### src/sv/acfe_pkg.sv
// ----------------------------------------------------------------------------
// acfe_pkg
// Shared constants, register map and types of the arm command frame encoder.
// ----------------------------------------------------------------------------
package acfe_pkg;

  localparam int unsigned CoordW   = 24;
  localparam int unsigned WordW    = 32;
  localparam int unsigned MantW    = 23;
  localparam int unsigned PosW     = 5;
  localparam int unsigned IdxW     = 6;
  localparam int unsigned AddrW    = 5;

  localparam logic [7:0]        StartByte = 8'hA5;
  localparam logic [7:0]        EndByte   = 8'h5A;
  localparam logic [7:0]        ExpBias   = 8'd127;
  localparam logic [CoordW-1:0] MagLimit  = 24'd8388607;
  localparam logic [IdxW-1:0]   LastIdx   = 6'd41;

  localparam logic [WordW-1:0] ModeReset       = 32'h4040_0000;
  localparam logic [WordW-1:0] MotionKindReset = 32'h3F80_0000;

  typedef enum logic [2:0] {
    REG_MODE        = 3'd0,
    REG_RESERVED    = 3'd1,
    REG_ROTATION    = 3'd2,
    REG_SUCTION     = 3'd3,
    REG_MOTION_KIND = 3'd4,
    REG_GRIPPER     = 3'd5,
    REG_PAUSE       = 3'd6
  } cfg_idx_e;

  typedef struct packed {
    logic [WordW-1:0] mode;
    logic [WordW-1:0] reserved;
    logic [WordW-1:0] rotation;
    logic [WordW-1:0] suction;
    logic [WordW-1:0] motion_kind;
    logic [WordW-1:0] gripper;
    logic [WordW-1:0] pause;
  } cfg_words_t;

  typedef struct packed {
    logic [WordW-1:0] x;
    logic [WordW-1:0] y;
    logic [WordW-1:0] z;
  } coord_words_t;

  function automatic logic [PosW-1:0] lead_one_pos(input logic [MantW-1:0] mag);
    logic [PosW-1:0] pos;
    pos = '0;
    for (int b = 0; b < MantW; b++) begin
      if (mag[b]) begin
        pos = PosW'(b);
      end
    end
    return pos;
  endfunction

endpackage

### src/sv/acfe_lane.sv
// ----------------------------------------------------------------------------
// acfe_lane
// Converts one signed 24-bit coordinate into a single-precision word, registered.
// ----------------------------------------------------------------------------
module acfe_lane (
  input  logic                             clk_i,
  input  logic                             load_i,
  input  logic signed [acfe_pkg::CoordW-1:0] coord_i,
  output logic [acfe_pkg::WordW-1:0]       word_o
);

  logic                            neg;
  logic [acfe_pkg::CoordW-1:0]     mag_full;
  logic [acfe_pkg::MantW-1:0]      mag;
  logic [acfe_pkg::PosW-1:0]       pos;
  logic [acfe_pkg::PosW-1:0]       shamt;
  logic [acfe_pkg::CoordW-1:0]     shifted;
  logic [7:0]                      expo;
  logic [acfe_pkg::WordW-1:0]      word_d;
  logic [acfe_pkg::WordW-1:0]      word_q;

  always_comb begin
    neg      = coord_i[acfe_pkg::CoordW-1];
    mag_full = neg ? (~coord_i + 1'b1) : coord_i;
    if (mag_full > acfe_pkg::MagLimit) begin
      mag = acfe_pkg::MagLimit[acfe_pkg::MantW-1:0];
    end else begin
      mag = mag_full[acfe_pkg::MantW-1:0];
    end
    pos     = acfe_pkg::lead_one_pos(mag);
    shamt   = 5'd23 - pos;
    shifted = {1'b0, mag} << shamt;
    expo    = acfe_pkg::ExpBias + {3'b000, pos};
    if (mag == '0) begin
      word_d = '0;
    end else begin
      word_d = {neg, expo, shifted[acfe_pkg::MantW-1:0]};
    end
  end

  always_ff @(posedge clk_i) begin
    if (load_i) begin
      word_q <= word_d;
    end
  end

  assign word_o = word_q;

endmodule

### src/sv/acfe_cfg_regs.sv
// ----------------------------------------------------------------------------
// acfe_cfg_regs
// APB register file holding the seven fixed frame words.
// ----------------------------------------------------------------------------
module acfe_cfg_regs (
  input  logic                        clk_i,
  input  logic                        rst_ni,
  input  logic                        psel,
  input  logic                        penable,
  input  logic                        pwrite,
  input  logic [acfe_pkg::AddrW-1:0]  paddr,
  input  logic [31:0]                 pwdata,
  output logic [31:0]                 prdata,
  output logic                        pready,
  output acfe_pkg::cfg_words_t        cfg_o
);

  acfe_pkg::cfg_words_t cfg_q;
  acfe_pkg::cfg_words_t cfg_d;
  logic                 wr_en;
  logic [2:0]           idx;

  assign pready = 1'b1;
  assign wr_en  = psel & penable & pwrite;
  assign idx    = paddr[4:2];

  always_comb begin
    cfg_d = cfg_q;
    if (wr_en) begin
      unique case (idx)
        acfe_pkg::REG_MODE:        cfg_d.mode        = pwdata;
        acfe_pkg::REG_RESERVED:    cfg_d.reserved    = pwdata;
        acfe_pkg::REG_ROTATION:    cfg_d.rotation    = pwdata;
        acfe_pkg::REG_SUCTION:     cfg_d.suction     = pwdata;
        acfe_pkg::REG_MOTION_KIND: cfg_d.motion_kind = pwdata;
        acfe_pkg::REG_GRIPPER:     cfg_d.gripper     = pwdata;
        acfe_pkg::REG_PAUSE:       cfg_d.pause       = pwdata;
        default:                   cfg_d             = cfg_q;
      endcase
    end
  end

  always_comb begin
    unique case (idx)
      acfe_pkg::REG_MODE:        prdata = cfg_q.mode;
      acfe_pkg::REG_RESERVED:    prdata = cfg_q.reserved;
      acfe_pkg::REG_ROTATION:    prdata = cfg_q.rotation;
      acfe_pkg::REG_SUCTION:     prdata = cfg_q.suction;
      acfe_pkg::REG_MOTION_KIND: prdata = cfg_q.motion_kind;
      acfe_pkg::REG_GRIPPER:     prdata = cfg_q.gripper;
      acfe_pkg::REG_PAUSE:       prdata = cfg_q.pause;
      default:                   prdata = '0;
    endcase
  end

  always_ff @(posedge clk_i or negedge rst_ni) begin
    if (!rst_ni) begin
      cfg_q <= {acfe_pkg::ModeReset, 32'h0, 32'h0, 32'h0,
                acfe_pkg::MotionKindReset, 32'h0, 32'h0};
    end else begin
      cfg_q <= cfg_d;
    end
  end

  assign cfg_o = cfg_q;

endmodule

### src/sv/acfe_serializer.sv
// ----------------------------------------------------------------------------
// acfe_serializer
// Merges lane words and register words into the 42-byte frame, one byte a beat.
// ----------------------------------------------------------------------------
module acfe_serializer (
  input  logic                        clk_i,
  input  logic                        rst_ni,
  input  logic                        pend_vld_i,
  input  acfe_pkg::coord_words_t      coords_i,
  input  acfe_pkg::cfg_words_t        cfg_i,
  output logic                        load_o,
  output logic                        m_axis_tvalid,
  input  logic                        m_axis_tready,
  output logic [7:0]                  m_axis_tdata,  // frame_byte
  output logic                        m_axis_tlast   // last_byte
);

  logic                        busy_q, busy_d;
  logic [acfe_pkg::IdxW-1:0]   idx_q, idx_d;
  acfe_pkg::coord_words_t      frame_q;
  logic [acfe_pkg::IdxW-1:0]   off;
  logic [3:0]                  wsel;
  logic [1:0]                  ksel;
  logic [acfe_pkg::WordW-1:0]  word;
  logic [7:0]                  body_byte;
  logic                        last;
  logic                        fire;

  assign last   = (idx_q == acfe_pkg::LastIdx);
  assign fire   = busy_q & m_axis_tready;
  assign load_o = pend_vld_i & (~busy_q | (fire & last));

  always_comb begin
    busy_d = busy_q;
    idx_d  = idx_q;
    if (fire) begin
      if (last) begin
        busy_d = load_o;
        idx_d  = '0;
      end else begin
        idx_d  = idx_q + 1'b1;
      end
    end else if (load_o) begin
      busy_d = 1'b1;
      idx_d  = '0;
    end
  end

  always_ff @(posedge clk_i or negedge rst_ni) begin
    if (!rst_ni) begin
      busy_q <= 1'b0;
      idx_q  <= '0;
    end else begin
      busy_q <= busy_d;
      idx_q  <= idx_d;
    end
  end

  always_ff @(posedge clk_i) begin
    if (load_o) begin
      frame_q <= coords_i;
    end
  end

  assign off  = idx_q - 1'b1;
  assign wsel = off[5:2];
  assign ksel = off[1:0];

  always_comb begin
    unique case (wsel)
      4'd0:    word = cfg_i.mode;
      4'd1:    word = cfg_i.reserved;
      4'd2:    word = frame_q.x;
      4'd3:    word = frame_q.y;
      4'd4:    word = frame_q.z;
      4'd5:    word = cfg_i.rotation;
      4'd6:    word = cfg_i.suction;
      4'd7:    word = cfg_i.motion_kind;
      4'd8:    word = cfg_i.gripper;
      4'd9:    word = cfg_i.pause;
      default: word = '0;
    endcase
    unique case (ksel)
      2'd0:    body_byte = word[7:0];
      2'd1:    body_byte = word[15:8];
      2'd2:    body_byte = word[23:16];
      default: body_byte = word[31:24];
    endcase
  end

  always_comb begin
    priority if (idx_q == '0) begin
      m_axis_tdata = acfe_pkg::StartByte;
    end else if (last) begin
      m_axis_tdata = acfe_pkg::EndByte;
    end else begin
      m_axis_tdata = body_byte;
    end
  end

  assign m_axis_tvalid = busy_q;
  assign m_axis_tlast  = last;

  a_idx_range: assert property (@(posedge clk_i) disable iff (!rst_ni)
    busy_q |-> idx_q <= acfe_pkg::LastIdx)
    else $error("byte index beyond frame end");

  a_idx_step: assert property (@(posedge clk_i) disable iff (!rst_ni)
    fire && !last |=> busy_q && idx_q == $past(idx_q) + 1'b1)
    else $error("byte index did not advance");

  a_idle_idx: assert property (@(posedge clk_i) disable iff (!rst_ni)
    !busy_q |-> idx_q == '0)
    else $error("idle with nonzero byte index");

endmodule

### src/sv/arm_command_frame_encoder_top.sv
// ----------------------------------------------------------------------------
// arm_command_frame_encoder_top
// Converts a three-coordinate target into a 42-byte arm command frame.
// ----------------------------------------------------------------------------
// Input channel s_axis: one item carries x, y and z as signed 24-bit integers.
// Output channel m_axis: 42 items per input, one frame byte each: 0xA5, ten
// single-precision words least significant byte first, then 0x5A with tlast.
// Words 3..5 are the converted coordinates; the others come from the APB
// registers at byte addresses 0x00..0x18.
// Three lanes convert the coordinates into a registered holding stage; the
// serializer then takes the held words and sends one byte per cycle while
// m_axis_tready is high.
// Overlap: the next input is taken while the current frame is still going
// out, and frames follow each other without a gap.
// Reset: no frame in flight, registers at their defaults (mode 3.0, motion
// kind 1.0, the rest 0.0).
// Stall: a low m_axis_tready holds the current byte; once the holding stage
// is full, s_axis_tready drops until the running frame ends.
// ----------------------------------------------------------------------------
module arm_command_frame_encoder_top (
  input  logic                       clk_i,
  input  logic                       rst_ni,
  input  logic                       s_axis_tvalid,
  output logic                       s_axis_tready,
  input  logic [71:0]                s_axis_tdata,  // x_coord, y_coord, z_coord
  output logic                       m_axis_tvalid,
  input  logic                       m_axis_tready,
  output logic [7:0]                 m_axis_tdata,  // frame_byte
  output logic                       m_axis_tlast,  // last_byte
  input  logic                       psel,
  input  logic                       penable,
  input  logic                       pwrite,
  input  logic [acfe_pkg::AddrW-1:0] paddr,
  input  logic [31:0]                pwdata,
  output logic [31:0]                prdata,
  output logic                       pready
);

  logic                   pend_q, pend_d;
  logic                   take;
  logic                   load;
  acfe_pkg::coord_words_t coords;
  acfe_pkg::cfg_words_t   cfg;

  assign s_axis_tready = ~pend_q | load;
  assign take          = s_axis_tvalid & s_axis_tready;

  always_comb begin
    pend_d = pend_q;
    if (take) begin
      pend_d = 1'b1;
    end else if (load) begin
      pend_d = 1'b0;
    end
  end

  always_ff @(posedge clk_i or negedge rst_ni) begin
    if (!rst_ni) begin
      pend_q <= 1'b0;
    end else begin
      pend_q <= pend_d;
    end
  end

  acfe_lane u_lane_x (
    .clk_i  (clk_i),
    .load_i (take),
    .coord_i(s_axis_tdata[23:0]),
    .word_o (coords.x)
  );

  acfe_lane u_lane_y (
    .clk_i  (clk_i),
    .load_i (take),
    .coord_i(s_axis_tdata[47:24]),
    .word_o (coords.y)
  );

  acfe_lane u_lane_z (
    .clk_i  (clk_i),
    .load_i (take),
    .coord_i(s_axis_tdata[71:48]),
    .word_o (coords.z)
  );

  acfe_cfg_regs u_cfg (
    .clk_i  (clk_i),
    .rst_ni (rst_ni),
    .psel   (psel),
    .penable(penable),
    .pwrite (pwrite),
    .paddr  (paddr),
    .pwdata (pwdata),
    .prdata (prdata),
    .pready (pready),
    .cfg_o  (cfg)
  );

  acfe_serializer u_ser (
    .clk_i        (clk_i),
    .rst_ni       (rst_ni),
    .pend_vld_i   (pend_q),
    .coords_i     (coords),
    .cfg_i        (cfg),
    .load_o       (load),
    .m_axis_tvalid(m_axis_tvalid),
    .m_axis_tready(m_axis_tready),
    .m_axis_tdata (m_axis_tdata),
    .m_axis_tlast (m_axis_tlast)
  );

endmodule

### config.mk
export PLATFORM = sky130hd
export DESIGN_NAME = arm_command_frame_encoder_top
export DESIGN_NICKNAME = d
export VERILOG_FILES = /design/src/sv/acfe_pkg.sv /design/src/sv/acfe_lane.sv /design/src/sv/acfe_cfg_regs.sv /design/src/sv/acfe_serializer.sv /design/src/sv/arm_command_frame_encoder_top.sv
export SDC_FILE = /design/constraint.sdc
export NUM_CORES = 1
export LEC_CHECK = 0
export BUFFER_PORTS_ARGS = -buffer_cell sky130_fd_sc_hd__buf_2
export CAP_MARGIN = 20
export CORE_ASPECT_RATIO = 1.75
export CORE_MARGIN = 3
export CORE_UTILIZATION = 35
export DETAILED_ROUTE_END_ITERATION = 10
export PLACE_DENSITY_LB_ADDON = 0.1
export SETUP_SLACK_MARGIN = 0.1
export SYNTH_ARGS = -nofsm -noshare
export SYNTH_HDL_FRONTEND = slang
export SYNTH_HIERARCHICAL = 1
export SYNTH_SLANG_ARGS = --single-unit
### constraint.sdc
create_clock -name clk_i -period 6.3 [get_ports clk_i]
set_clock_uncertainty 0.15 [all_clocks]
set_input_delay 1.575 -clock clk_i [delete_from_list [all_inputs] [get_ports clk_i]]
set_output_delay 1.575 -clock clk_i [all_outputs]
set_load 0.05 [all_outputs]
==> metrics.yaml <==
floorplanning:
  die_w_um: 219.5
  fp.coreArea_um2: 78790
  die_h_um: 379.6
  dieArea_um2: 83330
  ios: 160
  row_count: 136
  start_util_pct: 35.44
clock_network:
  cts_tree: "yes"
  post_cts_buffers: 0
  cts_sinks: 424
  clock-root-buffer: "clkbuf_16"
  worstSkewPairLatency_ns: 0.56
  cts_hold_buf: 0
  numCtsBuffers: 40
  cts_buffer_depth: 3
  cts_resized: 0
  clk_pin_slew_ns: 0.07
  cts_max_level: 2
timing:
  worst_pin_slew_ns: 1.062
  setup_viol: 0
  tns_ns: 0
  finalHoldViolCount: 0
  grt_setup_unrepaired: "no"
  setup_ws_ns: 0.2914
  drv_slew: 0
  slew-limit-headroom_pct: 28.43
  fin_crit_ns: 6.009
  fmax_ghz: 0.1664
  timing.final.crit_share_pct: 95.38
run_status:
  status: "finished clean"
setup_path:
  crit_type: "reg -> out"
  cp_slowest_cell: "dfrtp_1"
  cp_cell_sequence: "o21ai_1, a21oi_2, or2_1, a222oi_1, a41oi_1, nor3_1, a211oi_1, buf_4, buf_2"
  end_kind: "output pin"
  cp_max_fo: 21
  worstPathRequired_ns: 4.58
  start_kind: "flop"
  critical_path.max_stage_delay_ns: 0.88
  critPathArrivalTime_ns: 4.28
power:
  p_clk_share_pct: 27.8
  power_leakage_nw: 12.73
  power_switching_mw: 3.218
  ir_drop_v: 0.0002546
  p_seq_share_pct: 39.0
  p_int_mw: 5.809
  p_sw_share_pct: 35.65
  combPwrFrac_pct: 33.2
  p_per_area_nw_per_um2: 280.9
placement:
  hpwl_um: 83120
  port-buffer-count: 156
  place_ws_ns: 0.05556
  place.gp.congestion: 0.9961
synthesis:
  yosysTopAreaCell: "edfxtp_1"
  ys.flop_type: "dfrtp_1"
  synthArstFlopShare_pct: 54.72
  netlist_area_um2: 27920
  yosysSeqAreaShare_pct: 41.49
  synth.area.top_cells: "edfxtp_1, dfrtp_1, mux2_2, mux2i_1, a21oi_1"
  ys_seq_elements: 424
  yosysWarnings: 6
  syn_inst: 2689
  synth.distinct_cells: 106
  synth_top_area_share_pct: 20.65
  synth_edf_count: 192
  syn_nets: 2818
  avgSynthCellArea_um2: 10.38
layout:
  fin_nets: 3015
  drive_gt1_share_pct: 27.96
  final_common_cell: "mux2_2"
  mostFrequentLayoutCells: "mux2_2, dfrtp_1, edfxtp_1"
  fillers: 7686
  area.growth.synth_to_final_pct: 15.09
routing:
  routed_wl_um: 107400
  remaining_drc_errors: 0
  drtIter0Drc: 2096
  avgRoutedWirePerCell_um: 27.16
  drt-vias-per-instance: 6.013
  vias: 23780
  firstDrtPassIters: 9
  ant_nets: 0
global_route:
  grt_pass1_wl_um: 159700
  overflow: 0
  antenna_found_initial: 0
  grt_pass1_vias: 24010
  grt_max_degree: 110
  grt.total_usage_pct: 25.19
hold_path:
  hp-class: "reg -> reg"
job:
  maxCapViolCount: 0
-- cell families after synthesis --
logic type	count (synthesis)	share of synthesized area, %
compound gates	721	19.12
buf+inv	251	4.141
mux	465	18.50
simple gates	760	14.47
fa+ha+maj	13	0.5826
other cells	1	0.01343
flops	424	41.49
xor+xnor	54	1.694
-- routing by layer --
layer	global-route usage [%]	vias up	routed length [µm]
met5	0	-	0
met4	11.99	0	5932
met3	2.272	222	4468
met2	46.33	837	56370
met1	28.91	11890	40660
li1	-	10840	-
-- power by group through the flow --
stage / Combinational (mW) / Sequential, mW / Clock, mW
2_1_floorplan: 1.90 / 3.42 / 0
3_3_place_gp: 2.93 / 3.56 / 0
3_5_place_dp: 2.95 / 3.57 / 0
4_1_cts: 2.97 / 3.51 / 2.58
5_1_grt: 3.18 / 3.55 / 2.67
6_report: 2.99 / 3.52 / 2.51
-- critical path, delay by kind of cell (launching register included) --
kind	cells	cell delay, ns
AOI/OAI and AO/OA	5	1.68
buffers and inverters	2	0.43
DFF	1	0.88
and+or+nand+nor	2	0.71
-- final timing paths --
path | startpoint | endpoint | slack (ns) | cells after the start
min reg2reg | u_lane_y/word_o[23] | u_ser/frame_q[55] | 0.27 | 0
max | u_ser/idx_q[3] | m_axis_tdata[4] | 0.29 | 9
min in group asynchronous | rst_ni | u_cfg/cfg_o[209] | 0.83 | 1
max reg2reg | u_ser/idx_q[0] | u_ser/frame_q[0] | 1.99 | 10
max in group asynchronous | rst_ni | u_cfg/cfg_o[161] | 4.00 | 2
min | u_lane_y/word_o[23] | u_ser/frame_q[55] | 0.27 | 0
-- cells in the mapped netlist, types with 23 or more instances --
library cell / n
mux2_2: 259
dfrtp_1: 223
edfxtp_1: 192
nor2_1: 174
mux2i_1: 166
nand2_1: 155
a21oi_1: 131
clkbuf_1: 97
o21ai_0: 94
buf_2: 72
nor3_1: 71
nand3_1: 51
o21a_1: 45
a222oi_1: 44
inv_1: 39
a22oi_1: 37
or3_1: 34
mux2_4: 33
a211oi_1: 30
xor2_1: 30
nor4_1: 29
a31oi_1: 28
and2_1: 27
and3_1: 27
nand3b_1: 26
o221ai_1: 24
xnor2_1: 24
a221oi_1: 23
-- through the flow --
step,instance area (µm²),utilization [%],instances,power (mW),hold WS [ns]
finish,32130,40.79,3955,9.027,0.2676
detailed placement,30780,39.07,3879,6.523,0.2545
floorplan,27920,-,2689,5.322,0.2503
global placement,30780,39.07,3879,6.491,0.2575
global route,32130,40.78,3953,9.398,0.2774
CTS,32130,40.78,3953,9.057,0.2687
-- area by class of cell --
| cell class | instances | area (µm²) | share of cell area (%) |
|---|---|---|---|
| clock buffers | 50 | 1130 | 3.516 |
| well taps | 1035 | 1295 | 4.030 |
| diodes | 2 | 5.005 | 0.01558 |
| repair buffers | 356 | 2460 | 7.655 |
| clock inverters | 24 | 220.2 | 0.6853 |
| multi-input cells | 2014 | 15240 | 47.42 |
| inverters | 50 | 202.7 | 0.6308 |
| flip-flops and latches | 424 | 11580 | 36.05 |
-- registers in the layout (all words and copies together) (netlist names) --
name and flops:
u_lane_x/word_o 32, pend_q 1, u_ser/frame_q 96, u_ser/m_axis_tvalid 1, u_cfg/cfg_o 224, u_ser/idx_q 6, u_lane_y/word_o 32, u_lane_z/word_o 32
Power figures use the tool's default switching activity.
